===== src/design/mbdd_pkg.sv =====
// Shared types and constants for the marine bus datagram deframer.
// No dependencies; used by marine_bus_datagram_deframer_core.
package mbdd_pkg;

    localparam int FRAME_DEPTH_DEF = 20;
    localparam int FILL_W          = 5;
    localparam int PADDR_W         = 4;
    localparam int PDATA_W         = 32;

    // Register indexes (paddr[3:2])
    localparam logic [1:0] REG_MATCH_ENABLE = 2'd0;
    localparam logic [1:0] REG_IDLE_GAP     = 2'd1;
    localparam logic [1:0] REG_SEND_GAP     = 2'd2;

    localparam logic       MATCH_ENABLE_RST = 1'b1;
    localparam logic [7:0] IDLE_GAP_RST     = 8'd10;
    localparam logic [7:0] SEND_GAP_RST     = 8'd10;

    // Signature bytes
    localparam logic [7:0] QUERY_ID       = 8'ha4;
    localparam logic [7:0] QUERY_SUB_A    = 8'h06;
    localparam logic [7:0] QUERY_SUB_B    = 8'h02;
    localparam logic [7:0] RESTART_ID     = 8'ha5;
    localparam logic [7:0] RESTART_SUB    = 8'h4d;
    localparam logic [7:0] RESTART_MARK   = 8'h08;
    localparam logic [FILL_W-1:0] RESTART_MARK_POS = 5'd15;
    localparam logic [FILL_W-1:0] LENGTH_BIAS      = 5'd3;

    typedef enum logic [2:0] {
        EV_NONE    = 3'd0,
        EV_QUERY   = 3'd1,
        EV_RESTART = 3'd2,
        EV_DROPPED = 3'd3,
        EV_STRAY   = 3'd4,
        EV_SLOT    = 3'd5
    } event_t;

endpackage


===== src/design/marine_bus_datagram_deframer_core.sv =====
// Top level of the marine bus datagram deframer: request/result channels,
// APB-style register port, frame byte memory and send slot timer.
// Depends on mbdd_pkg.
//
// Each request is one 9-bit bus word (command 0) or one millisecond tick
// (command 1), and every request yields exactly one result on event_res.
// A request is accepted every cycle while the result side keeps up; the
// result is held in stage 1, then in the output register. The accepting
// edge updates the framing counters, writes the byte into the frame memory
// and reads the first two frame bytes; once the output register is free,
// a later edge matches a completed datagram against the query and restart
// signatures and loads the output register. The output register and the
// stage ahead of it let a new request be taken while a finished result
// still waits. The frame memory needs no clearing pass after reset: only
// entries written by the current datagram are ever matched. Registers
// (match_enable, idle_gap_ms, send_gap_ms) sit at byte addresses 0, 4, 8
// and should be written only while no request is in flight.
module marine_bus_datagram_deframer_core #(
    parameter int FRAME_DEPTH = mbdd_pkg::FRAME_DEPTH_DEF
) (
    input  logic                          clk,
    input  logic                          rst_n,
    // request channel
    input  logic                          req_valid,
    output logic                          req_stall,
    input  logic                          command,
    input  logic [8:0]                    bus_word,
    // result channel
    output logic                          rsp_valid,
    input  logic                          rsp_stall,
    output logic [2:0]                    event_res,
    // register port
    input  logic                          psel,
    input  logic                          penable,
    input  logic                          pwrite,
    input  logic [mbdd_pkg::PADDR_W-1:0]  paddr,
    input  logic [mbdd_pkg::PDATA_W-1:0]  pwdata,
    output logic [mbdd_pkg::PDATA_W-1:0]  prdata,
    output logic                          pready
);

    localparam int FW = mbdd_pkg::FILL_W;
    localparam int AW = $clog2(FRAME_DEPTH);
    localparam logic [FW:0] DEPTH_EXT = (FW+1)'(FRAME_DEPTH);

    // ------------------------------------------------------------------
    // Configuration registers
    // ------------------------------------------------------------------
    logic       match_enable_reg;
    logic [7:0] idle_gap_reg;
    logic [7:0] send_gap_reg;
    logic       cfg_write;

    assign pready    = 1'b1;
    assign cfg_write = psel && penable && pwrite;

    always_ff @(posedge clk or negedge rst_n)
    begin
        if (!rst_n)
        begin
            match_enable_reg <= mbdd_pkg::MATCH_ENABLE_RST;
            idle_gap_reg     <= mbdd_pkg::IDLE_GAP_RST;
            send_gap_reg     <= mbdd_pkg::SEND_GAP_RST;
        end
        else if (cfg_write)
        begin
            unique case (paddr[3:2])
                mbdd_pkg::REG_MATCH_ENABLE: match_enable_reg <= pwdata[0];
                mbdd_pkg::REG_IDLE_GAP:     idle_gap_reg     <= pwdata[7:0];
                mbdd_pkg::REG_SEND_GAP:     send_gap_reg     <= pwdata[7:0];
                default:                    ;
            endcase
        end
    end

    always_comb
    begin
        unique case (paddr[3:2])
            mbdd_pkg::REG_MATCH_ENABLE: prdata = {31'b0, match_enable_reg};
            mbdd_pkg::REG_IDLE_GAP:     prdata = {24'b0, idle_gap_reg};
            mbdd_pkg::REG_SEND_GAP:     prdata = {24'b0, send_gap_reg};
            default:                    prdata = '0;
        endcase
    end

    // ------------------------------------------------------------------
    // Handshake: stage 1 feeds the output register
    // ------------------------------------------------------------------
    logic s1_valid_reg;
    logic rsp_valid_reg;
    logic out_free;
    logic s1_move;
    logic req_accept;

    // Output slot opens when empty or when its result is taken this cycle
    assign out_free   = !rsp_valid_reg || !rsp_stall;
    assign s1_move    = s1_valid_reg && out_free;
    // Hold requests only while stage 1 is full and cannot advance
    assign req_stall  = s1_valid_reg && !out_free;
    assign req_accept = req_valid && !req_stall;

    // ------------------------------------------------------------------
    // Framing state and timers
    // ------------------------------------------------------------------
    logic [FW-1:0] fill_reg,  fill_next;
    logic [FW-1:0] len_reg,   len_next;
    logic [31:0]   now_reg,   now_next;
    logic [31:0]   last_rx_reg, last_rx_next;
    logic [31:0]   last_tx_reg, last_tx_next;

    logic [7:0]          byte_in;
    logic                mem_we;
    logic [FW-1:0]       mem_waddr;
    logic                classify;
    mbdd_pkg::event_t    ev_pre;
    logic [FW-1:0]       fill_inc;
    logic [31:0]         tick_now;
    logic [31:0]         idle_time;
    logic [31:0]         send_time;

    assign byte_in   = bus_word[7:0];
    assign fill_inc  = fill_reg + 5'd1;
    assign tick_now  = now_reg + 32'd1;
    assign idle_time = tick_now - last_rx_reg;
    assign send_time = tick_now - last_tx_reg;

    always_comb
    begin
        fill_next    = fill_reg;
        len_next     = len_reg;
        now_next     = now_reg;
        last_rx_next = last_rx_reg;
        last_tx_next = last_tx_reg;
        mem_we       = 1'b0;
        mem_waddr    = fill_reg;
        classify     = 1'b0;
        ev_pre       = mbdd_pkg::EV_NONE;

        if (command)
        begin
            // Tick: advance the clock, then test for a send slot
            now_next = tick_now;
            if (idle_time >= 32'(idle_gap_reg) && send_time > 32'(send_gap_reg))
            begin
                last_tx_next = tick_now;
                ev_pre       = mbdd_pkg::EV_SLOT;
            end
        end
        else
        begin
            last_rx_next = now_reg;
            if (bus_word[8])
            begin
                // Start word: drop any partial datagram
                if (fill_reg != '0)
                    ev_pre = mbdd_pkg::EV_DROPPED;
                mem_we    = 1'b1;
                mem_waddr = '0;
                fill_next = 5'd1;
                len_next  = '0;
            end
            else if (fill_reg == 5'd1)
            begin
                len_next  = {1'b0, byte_in[3:0]} + mbdd_pkg::LENGTH_BIAS;
                mem_we    = 1'b1;
                mem_waddr = 5'd1;
                fill_next = 5'd2;
            end
            else if (fill_reg < len_reg && {1'b0, fill_reg} < DEPTH_EXT)
            begin
                mem_we    = 1'b1;
                mem_waddr = fill_reg;
                fill_next = fill_inc;
                if (fill_inc == len_reg)
                begin
                    classify  = 1'b1;
                    fill_next = '0;
                    len_next  = '0;
                end
            end
            else
            begin
                ev_pre = mbdd_pkg::EV_STRAY;
            end
        end
    end

    always_ff @(posedge clk or negedge rst_n)
    begin
        if (!rst_n)
        begin
            fill_reg    <= '0;
            len_reg     <= '0;
            now_reg     <= '0;
            last_rx_reg <= '0;
            last_tx_reg <= '0;
        end
        else if (req_accept)
        begin
            fill_reg    <= fill_next;
            len_reg     <= len_next;
            now_reg     <= now_next;
            last_rx_reg <= last_rx_next;
            last_tx_reg <= last_tx_next;
        end
    end

    // ------------------------------------------------------------------
    // Frame byte memory: one write port, header bytes read on accept.
    // The completing byte is never at address 0 or 1, so the header read
    // taken with it always sees bytes written by earlier requests.
    // ------------------------------------------------------------------
    logic [7:0] frame_mem [FRAME_DEPTH];
    logic [7:0] hdr0_reg;
    logic [7:0] hdr1_reg;

    always_ff @(posedge clk)
    begin
        if (req_accept && mem_we)
            frame_mem[mem_waddr[AW-1:0]] <= byte_in;
        if (req_accept)
        begin
            hdr0_reg <= frame_mem[0];
            hdr1_reg <= frame_mem[1];
        end
    end

    // ------------------------------------------------------------------
    // Stage 1 registers
    // ------------------------------------------------------------------
    mbdd_pkg::event_t s1_ev_reg;
    logic             s1_classify_reg;
    logic             s1_mark_reg;

    always_ff @(posedge clk or negedge rst_n)
    begin
        if (!rst_n)
            s1_valid_reg <= 1'b0;
        else if (req_accept)
            s1_valid_reg <= 1'b1;
        else if (s1_move)
            s1_valid_reg <= 1'b0;
    end

    always_ff @(posedge clk)
    begin
        if (req_accept)
        begin
            s1_ev_reg       <= ev_pre;
            s1_classify_reg <= classify;
            // Restart mark: last byte of a 16-byte datagram lands at position 15
            s1_mark_reg     <= (fill_reg == mbdd_pkg::RESTART_MARK_POS)
                               && (byte_in == mbdd_pkg::RESTART_MARK);
        end
    end

    // ------------------------------------------------------------------
    // Stage 2: signature match and output register
    // ------------------------------------------------------------------
    mbdd_pkg::event_t ev_final;
    mbdd_pkg::event_t event_res_reg;
    logic             is_query;
    logic             is_restart;

    assign is_query   = (hdr0_reg == mbdd_pkg::QUERY_ID)
                        && (hdr1_reg == mbdd_pkg::QUERY_SUB_A
                            || hdr1_reg == mbdd_pkg::QUERY_SUB_B);
    assign is_restart = (hdr0_reg == mbdd_pkg::RESTART_ID)
                        && (hdr1_reg == mbdd_pkg::RESTART_SUB)
                        && s1_mark_reg;

    always_comb
    begin
        ev_final = s1_ev_reg;
        if (s1_classify_reg && match_enable_reg)
        begin
            if (is_query)
                ev_final = mbdd_pkg::EV_QUERY;
            else if (is_restart)
                ev_final = mbdd_pkg::EV_RESTART;
        end
    end

    always_ff @(posedge clk or negedge rst_n)
    begin
        if (!rst_n)
            rsp_valid_reg <= 1'b0;
        else if (out_free)
            rsp_valid_reg <= s1_valid_reg;
    end

    always_ff @(posedge clk)
    begin
        if (s1_move)
            event_res_reg <= ev_final;
    end

    assign rsp_valid = rsp_valid_reg;
    assign event_res = event_res_reg;

endmodule

===== config.mk =====
export PLATFORM = sky130hd
export DESIGN_NAME = marine_bus_datagram_deframer_core
export DESIGN_NICKNAME = d
export VERILOG_FILES = /design/src/design/mbdd_pkg.sv /design/src/design/marine_bus_datagram_deframer_core.sv
export SDC_FILE = /design/constraint.sdc
export NUM_CORES = 1
export LEC_CHECK = 0
export BUFFER_PORTS_ARGS = -buffer_cell sky130_fd_sc_hd__buf_2
export CORE_ASPECT_RATIO = 1.2
export CORE_MARGIN = 3
export CORE_UTILIZATION = 30
export CTS_BUF_LIST = sky130_fd_sc_hd__clkbuf_16
export DETAILED_ROUTE_END_ITERATION = 6
export GPL_TIMING_DRIVEN = 0
export PLACE_DENSITY_LB_ADDON = 0.3
export SETUP_SLACK_MARGIN = 0.1
export SLEW_MARGIN = 20
export SYNTH_ARGS = -nofsm -noshare
export SYNTH_HDL_FRONTEND = slang
export SYNTH_SLANG_ARGS = --single-unit

===== constraint.sdc =====
create_clock -name clk -period 15.1 [get_ports clk]
set_input_delay 1.51 -clock clk [delete_from_list [all_inputs] [get_ports clk]]
set_output_delay 1.51 -clock clk [all_outputs]
set_load 0.05 [all_outputs]

## Yosys cells after proc, flatten, opt, wreduce, memory -nomap -nowiden

Memories as Yosys holds them, arrays and structs flattened. A register that Yosys moved wholly into a read port is not among the register bits.
Index checks and enable logic that the tools add are counted.

| storage, ports and cells | value |
|---|---|
| output and inout bits | 38 |
| bits in registers | 133 |
| RAM bits | 160 |
| input port bits | 53 |
| memories kept | 1 |

| cells by class | value |
|---|---|
| reduce and logical (&&, ||, !) cells | 33 |
| equality and inequality tests | 11 |
| bitwise logic cells | 2 |
| $add $sub $neg | 5 |
| muxes and demuxes | 30 |
| $lt $le $gt $ge | 4 |

Memories:

| memory | depth | width | rd ports | clocked after memory_dff | write ports | RTL line | text |
|---|---|---|---|---|---|---|---|
| frame_mem | 20 | 8 | 2 | 2 | 1 | marine_bus_datagram_deframer_core.sv:213 | `logic [7:0] frame_mem [FRAME_DEPTH];` |

Operators by type and width:

| kind | count |
|---|---|
| 32-bit subtractor | 2 |
| 5-bit 2-to-1 mux | 11 |
| 32-bit by 1-bit adder with 32-bit output (second input constant) | 1 |
| 32-bit by 8-bit greater-or-equal comparator with 1-bit output | 1 |
| 32-bit by 8-bit greater-than comparator with 1-bit output | 1 |
| 3-bit 2-to-1 mux | 8 |
| 8-bit case mux with 3 select lines | 1 |
| 8-bit equality test (second input constant) | 2 |
| 1-bit logical AND | 13 |
| 2-bit AND reduction | 5 |
| 1-bit 2-to-1 mux | 9 |
| 8-bit by 2-bit equality test with 1-bit output (second input constant) | 1 |
| 8-bit by 3-bit equality test with 1-bit output (second input constant) | 1 |
| 8-bit by 4-bit equality test with 1-bit output (second input constant) | 1 |
| 8-bit by 7-bit equality test with 1-bit output (second input constant) | 1 |
| 3-bit AND reduction | 2 |
| 3-bit nonzero test | 2 |
| 4-bit by 2-bit adder with 5-bit output (second input constant) | 1 |
| 5-bit by 1-bit adder with 5-bit output (second input constant) | 1 |
| 5-bit by 1-bit equality test with 1-bit output (second input constant) | 1 |
| 5-bit by 4-bit equality test with 1-bit output (second input constant) | 1 |
| 5-bit equality test | 1 |
| 5-bit < comparator | 1 |
| 5-bit < comparator (second input constant) | 1 |
| 11 further kinds | 16 |

## Logic depth before layout (Yosys ltp)

Gate-level depths: netlist (run 1).

| depth | value |
|---|---|
| depth in word-level cells | 9 |
| gate-level depth with buffers | 25 |
| depth with buffers taken out | 23 |

## Least setup slack after synthesis (run 1)

No wires, ideal clock.

| path | value |
|---|---|
| kind | reg-to-reg |
| from | reg now_reg[0] |
| to | reg last_tx_reg[10] |
| required time | 14.975 ns |
| arrival time | 5.610 ns |
| stages on the path, launching flop included | 26 |
| path slack | 9.365 ns |
| path through | dfrtp_1 > ha_1 > nand3_1 > nor3_1 > and3_1 > nand4_1 > or2_2 > nor2_2 > and3_1 > buf_2 > nand3_1 > xnor2_1 > ha_1 > buf_6 > a21oi_2 > o21ai_1 > o2bb2ai_1 > nor4_2 > o211ai_1 > or4_1 > nor4_1 > nand4_1 > a2111o_1 > nand3_4 > buf_12 > mux2_4 |

| between the ends | value |
|---|---|
| cells in the longest elaborated chain, start to end | 5 |

RTL lines:

| what | RTL line | text |
|---|---|---|
| start: declaration | marine_bus_datagram_deframer_core.sv:107 | `logic [31:0] now_reg, now_next;` |
| start signal: assignment | marine_bus_datagram_deframer_core.sv:202 | `now_reg <= now_next;` |
| 32-bit by 1-bit adder with 32-bit output * | marine_bus_datagram_deframer_core.sv:123 | `assign tick_now = now_reg + 32'd1;` |
| via tick_now[26] | marine_bus_datagram_deframer_core.sv:117 | `logic [31:0] tick_now;` |
| 32-bit subtractor (on tied branches) | marine_bus_datagram_deframer_core.sv:124, marine_bus_datagram_deframer_core.sv:125 |  |
| 32-bit by 8-bit greater-or-equal comparator with 1-bit output / 32-bit by 8-bit greater-than comparator with 1-bit output (equally long branches) | marine_bus_datagram_deframer_core.sv:143 | `if (idle_time >= 32'(idle_gap_reg) && send_time > 32'(send_gap_reg))` |
| 1-bit logical AND * | marine_bus_datagram_deframer_core.sv:143 |  |
| 3-bit AND reduction (no source line) * | - |  |
| end signal: assignment | marine_bus_datagram_deframer_core.sv:204 | `last_tx_reg <= last_tx_next;` |
| end: declaration | marine_bus_datagram_deframer_core.sv:109 | `logic [31:0] last_tx_reg, last_tx_next;` |

Mark *: on every way through the listed nets, which the timed path passes. The rest lies on a longest branch.
A chain may end at the register's enable or synchronous reset.

## Worst setup path in the final report (run 1)

| path | value |
|---|---|
| from | reg now_reg[0] |
| to | reg last_tx_reg[30] |

The elaborated chain is that of the path after synthesis.

==> results of run 1 <==
==> logic make-up after synthesis <==
logic type | after synthesis | share of synthesized area [%]
muxes | 75 | 7.833
AOI/OAI and AO/OA | 285 | 15.70
and+or+nand+nor | 366 | 15.28
other | 2 | 0.06252
adders and majority gates | 92 | 9.708
DFF | 165 | 36.09
xor gates and xnor gates | 107 | 7.802
buffers and inverters | 191 | 7.521
==> final cells by class <==
type	count	area (sq um)	share of cell area, %
Buffer	85	503.0	3.693
Clock buffer	17	425.4	3.123
Clock inverter	15	206.4	1.516
Inverter	106	400.4	2.940
Multi-Input combinational cell	950	6864	50.39
Sequential cell	165	4335	31.83
Tap cell	526	658.1	4.832
Timing Repair Buffer	39	227.7	1.672
==> Yosys cell counts, drive strengths merged (20+ instances only) <==
library cell | number | area share (%)
a21o | 20 | 1.2
a21oi | 78 | 3.4
buf | 47 | 3.0
clkbuf | 38 | 1.2
dfrtp | 120 | 25
edfxtp | 40 | 10
ha | 90 | 9.4
inv | 106 | 3.3
mux2 | 68 | 7.2
nand2 | 116 | 3.6
nand3 | 38 | 1.7
nand4 | 30 | 1.6
nor2 | 69 | 2.2
nor3 | 25 | 1.0
o21ai | 66 | 2.8
xnor2 | 52 | 3.8
xor2 | 55 | 4.0
==> critical path: stages (launching register included) <==
cell and delay (ns):
dfrtp_1 0.53, ha_1 0.28, nand3_1 0.20, nor3_1 0.47, and3_1 0.36, nand4_1 0.20, or2_2 0.39, nor2_2 0.17
and3_1 0.16, buf_2 0.15, nand3_1 0.10, xnor2_1 0.40, ha_1 0.33, buf_6 0.15, a21oi_2 0.20, o21ai_1 0.18
o2bb2ai_1 0.17, nor4_2 0.23, o211ai_1 0.12, or4_1 0.53, nor4_1 0.46, nand4_1 0.23, a2111o_1 0.56, nand3_4 0.22
buf_12 0.19, mux2_4 0.31
==> metrics by stage <==
stage | instances | utilization [%] | total power [uW] | hold WS, ns | area, sq um
3_5_place_dp | 1871 | 33.18 | 1683 | 0.4045 | 12990
5_1_grt | 1903 | 34.80 | 2307 | 0.4325 | 13620
2_1_floorplan | 1306 | - | 1421 | 0.4003 | 12100
3_3_place_gp | 1870 | 33.07 | 1668 | 0.4021 | 12950
6_report | 1903 | 34.80 | 2131 | 0.4230 | 13620
4_1_cts | 1903 | 34.80 | 2150 | 0.4243 | 13620
==> placed cells by master, fill, tap and decap left out, drive strengths merged, types with 6 or more instances in the layout <==
master	n
conb	25
a21boi	7
edfxtp	40
o211ai	17
nand2b	17
nor4	6
clkbuf	55
clkinv	6
buf	86
xnor2	52
xor2	55
mux2	68
o21a	10
o21ai	66
mux2i	7
nand3	38
ha	90
nor3	25
a22o	8
a31oi	15
a21oi	78
a21o	20
nor2b	11
nand4	30
and3	18
nand2	116
nor2	69
inv	115
o21bai	6
dfrtp	120
a2111oi	6
o22ai	6
a211oi	10
==> where the power goes <==
group	internal [uW]	total, uW	switching, uW
combinational	459	1100	636
clock	230	457	226
sequential	528	579	50.7
total	1220	2130	913
==> metal layers <==
metal / share of wire [%] / vias up
met5: 0 / -
met4: 3.2 / 0
met3: 2.0 / 52
met2: 50 / 157
met1: 45 / 4498
li1: - / 4676
==> path summary, 6_finish.rpt <==
check	to	from	depth (start not counted)	slack (ns)
max	last_tx_reg[30]$_DFFE_PN0P_	now_reg[0]$_DFFE_PN0P_	25	7.69
min	hdr1_reg[1]$_DFFE_PP_	frame_mem[1][1]$_DFFE_PP_	0	0.42
max reg2reg	last_tx_reg[30]$_DFFE_PN0P_	now_reg[0]$_DFFE_PN0P_	25	7.69
min reg2reg	hdr1_reg[1]$_DFFE_PP_	frame_mem[1][1]$_DFFE_PP_	0	0.42
max in group asynchronous	last_rx_reg[16]$_DFFE_PN0P_	rst_n	2	13.41
min in group asynchronous	last_tx_reg[29]$_DFFE_PN0P_	rst_n	1	0.97
==> impl_results.md, run 1 <==
* Detail Route Antenna Nets at 0
* DRT iter0 DRCs at 626
* Async set-reset flop share out of synthesis at 75.76%
* Leakage power at 0.006193 uW
* P&R area growth vs syn at 13.40%
* Die Y at 225.2 microns
* Seq/Total Area, Yosys at 36.09%
* Dpl hpwl at 23,750 microns
* Vias in the first global route at 9,138
* Number of synthesized register bits at 165
* Clock buffer depth at 2
* Cells after Synth at 1,283
* I/O Pins at 91
* Final setup viols at 0
* Hold-fix buffers at CTS at 0
* Clk_lat worst skew at 0.45 ns
* Average vias per placed instance at 4.931
* Status: finished, final reports clean
* Most used routing layer: met2
* HP Class: reg -> reg
* Setup TNS at 0 ns
* Met1 Use GR at 17.65%
* Syn. warnings at 0
* Final clock skew at 0.01333 ns
* Final net count at 1,509
* CTS sink cnt at 165
* First-pass GRT wire length at 48,290 microns
* Pwr Density at 156.5 nW/um^2
* Core area at 39,140 sq um
* Worst-path clk slew at 0.08 ns
* Startpoint types: flip-flop
* Num CTS Buffers at 17
* Crit path arrival time at 7.75 ns
* M3 GR Usage at 1.898%
* Slew Viols, Final at 0
* Synth Area per Inst at 9.362 sq um
* WL/cell at 15.75 microns
* Worst vdd ir at 98.26 uV
* Port buffer count at 38
* CTS resizes at 0
* Initial Utilization at 30.69%
* Unrepaired setup endpoints after global routing: no
* Die width at 188.7 microns
* CTS tree: done
* WL final at 29,970 microns
* N_diodes at 0
* Worst setup EP type: flip-flop
* Final hold vios at 0
* Clock period minus worst slack at 7.415 ns
* Share of cells above drive strength 1 at 14.96%
* Worst-Margin Slew at 0.9738 ns
* Pre-CTS WS at 7.683 ns
* Distinct cells, synth at 85
* CP Data Required Time at 15.43 ns
* Grt met2 use at 24.84%
* Ys flop type: dfrtp_1
* # Post-CTS Setup Buffers at 0
* Relative slew slack at 35.08%
* H-tree levels at 4
* Placer Congestion at 0.8688
* DRC at 0
* Setup ws final at 7.685 ns
* Pin count of the biggest net entering global routing at 66
* WS Path Type: reg -> reg
* Die area at 42,490 sq um
* Fill cell count at 4,033
* Total number of vias at 9,383
* Root Driver: clkbuf_16
* Remaining Overflow, GRT at 0
* Mapped Area at 12,010 sq um
* Tcrit/Tclk final at 49.10%
* EDFF count, synth at 40
* Critical path fanouts, max at 10
* First-pass DRT Iterations at 5
* Placement Rows at 79
* FMAX at 134.9 MHz
* MaxCap Viol Count at 0
* Initial antenna violation count at 0
* Gr usage total at 14.20%
Note: power is estimated with default switching activity, not from simulation.
==> inputs of run 2 (changes only) <==
- clock period: 15.1 -> 7.3 ns (I/O delays scaled with it)
==> impl_results.md, run 2 (synthesis results as in run 1) <==
* Status: finished, final reports clean
* Port buffer count at 38 (unchanged)
* Worst setup EP type: flip-flop
* Worst vdd ir at 202.9 uV (+110%)
* Worst-Margin Slew at 0.9654 ns (-0.008373 ns)
* Clock buffer depth at 2 (unchanged)
* Clk_lat worst skew at 0.45 ns (about the same)
* WL/cell at 15.81 microns (+0.40%)
* Initial antenna violation count at 0 (unchanged)
* CTS sink cnt at 165 (unchanged)
* Die width at 188.7 microns (unchanged)
* Placement Rows at 79 (unchanged)
* MaxCap Viol Count at 0 (unchanged)
* Tcrit/Tclk final at 93.73% (+45 points)
* Final clock skew at 0.01255 ns (-0.0007805 ns)
* Gr usage total at 14.21% (about the same)
* FF-to-FF Start: now_reg[0]$_DFFE_PN0P_
* Overall Power at 4413 uW (+110%)
* CTS tree: done
* Remaining Overflow, GRT at 0 (unchanged)
* Dpl hpwl at 23,750 microns (unchanged)
* Finished Cell Area at 13,680 sq um (+0.42%)
* Final hold vios at 0 (unchanged)
* Startpoint types: flip-flop
* CP Data Required Time at 7.63 ns (-7.80 ns)
* Final net count at 1,512 (+0.20%)
* Hold Slack at 0.1904 ns (-0.2326 ns)
* P&R area growth vs syn at 13.87%
* Vias in the first global route at 9,151 (+0.14%)
* Die Y at 225.2 microns (unchanged)
* Worst R2R Path Depth at 25 (unchanged)
* DRT iter0 DRCs at 656 (+4.8%)
* Initial Utilization at 30.69% (unchanged)
* FMAX at 146.1 MHz (+8.4%)
* Final setup viols at 0 (unchanged)
* First-pass DRT Iterations at 5 (unchanged)
* Die area at 42,490 sq um (unchanged)
* Worst-path clk slew at 0.08 ns (about the same)
* Slew Viols, Final at 0 (unchanged)
* Placed Area at 12,990 sq um (unchanged)
* WL final at 30,140 microns (+0.56%)
* Power Internal at 2519 uW (+110%)
* Final Core Density at 34.94% (+0.15 points)
* R2r endpoint: last_tx_reg[30]$_DFFE_PN0P_
* R2r setup slk at 0.46 ns (-7.23 ns)
* Clock power frac at 21.4% (about the same)
* Placer Congestion at 0.8688 (unchanged)
* Unrepaired setup endpoints after global routing: no
* Critical path fanouts, max at 10 (unchanged)
* N_diodes at 0 (unchanged)
* Relative slew slack at 35.64% (+0.56 points)
* Root Driver: clkbuf_16
* DRC at 0 (unchanged)
* Seq pwr share at 27.2% (about the same)
* First-pass GRT wire length at 48,340 microns (+0.11%)
* Leakage power at 0.006229 uW (+0.58%)
* Total number of vias at 9,385 (+0.021%)
* Clock period minus worst slack at 6.843 ns (-0.5723 ns)
* Combinational power share at 51.4% (about the same)
* Pwr Density at 322.7 nW/um^2 (+110%)
* Setup TNS at 0 ns (unchanged)
* P_sw at 1894 uW (+110%)
* Pin count of the biggest net entering global routing at 66 (unchanged)
* Commonest non-fill, non-tap cell in the layout: dfrtp_1
* HP Class: in -> async
* WS Path Type: reg -> reg
* Commonest cells after routing, fill and taps aside: dfrtp_1 (119), nand2_1 (116), inv_1 (105), ha_1 (90), a21oi_1 (74)
* Detail Route Antenna Nets at 0 (unchanged)
* H-tree levels at 4 (unchanged)
* Num CTS Buffers at 17 (unchanged)
* Crit path arrival time at 7.18 ns (-0.57 ns)
* Share of cells above drive strength 1 at 15.65% (+0.69 points)
* Net Sw Frac at 42.92% (+0.067 points)
* Core area at 39,140 sq um (unchanged)
* I/O Pins at 91 (unchanged)
* Average vias per placed instance at 4.924 (-0.14%)
## run 2: cell types whose count changed in the layout (fill, tap and decap cells not counted), sizes merged
cell and delta:
buf +3
## run 2: worst max-delay path, stage by stage (launching register included)
cell and delay, ns:
dfrtp_2 0.47, ha_1 0.25, nand3_1 0.24, nor3_4 0.31
and3_2 0.28, nand4_1 0.18, or2_2 0.39, nor2_2 0.17
and3_1 0.16, buf_2 0.15, nand2_1 0.12, nor2_1 0.14
xnor2_1 0.25, ha_1 0.39, nand2b_1 0.13, a2bb2oi_1 0.26
o211ai_1 0.15, nor4_2 0.28, o211ai_1 0.11, or4_1 0.55
nor4_2 0.36, nand4_1 0.20, a2111o_1 0.46, nand3_4 0.20
buf_12 0.18, mux2_4 0.31
## run 2: worst max-delay path by stage
stage / start / to / cells past startpoint
2_1_floorplan: now_reg[0]$_DFFE_PN0P_ / last_tx_reg[10]$_DFFE_PN0P_ / 25
3_3_place_gp: now_reg[0]$_DFFE_PN0P_ / last_tx_reg[28]$_DFFE_PN0P_ / 25
3_5_place_dp: now_reg[0]$_DFFE_PN0P_ / last_tx_reg[30]$_DFFE_PN0P_ / 25
4_1_cts: now_reg[2]$_DFFE_PN0P_ / last_tx_reg[30]$_DFFE_PN0P_ / 23
5_1_grt: now_reg[0]$_DFFE_PN0P_ / last_tx_reg[20]$_DFFE_PN0P_ / 25
6_report: now_reg[0]$_DFFE_PN0P_ / last_tx_reg[30]$_DFFE_PN0P_ / 25
## run 2: layer usage
metal | vias to the layer above | part of all wire, % | global-route usage (%)
li1 | 4680 | - | -
met1 | 4494 | 45 | 17.67
met2 | 160 | 50 | 24.88
met3 | 51 | 2.3 | 1.898
met4 | 0 | 2.9 | 5.912
met5 | - | 0 | 0
## run 2: metrics by stage
stage,worst slack [ns],cells
after floorplan,1.565,1306
final,0.4574,1906
after global routing,0.1114,1906
after detailed placement,-0.1168,1871
after CTS,0.1694,1903
after global placement,-0.1326,1870
## run 2: power by group through the flow
stage / sequential (uW) / combinational (uW) / clock [uW]
final: 1200 / 2270 / 946
after global placement: 1210 / 2240 / 0
after CTS: 1200 / 2280 / 972
after global routing: 1220 / 2540 / 1010
after floorplan: 1190 / 1750 / 0
after detailed placement: 1220 / 2260 / 0
## run 2: area by class of cell
class	instances	area, sq um
Fill cell	4029	25460
Multi-Input combinational cell	950	6898
Sequential cell	165	4337
Tap cell	526	658.1
Buffer	85	503.0
Clock buffer	17	425.4
Inverter	106	400.4
Timing Repair Buffer	42	250.2
Clock inverter	15	206.4
## run 2: repair_timing
action / 4_1_cts / 5_1_grt
endpoints found under the setup margin: 32 / 34
buffers inserted: 0 / 3
gates resized for setup: 4 / 4
pin swaps: 0 / 2
hold buffers: 0 / 0
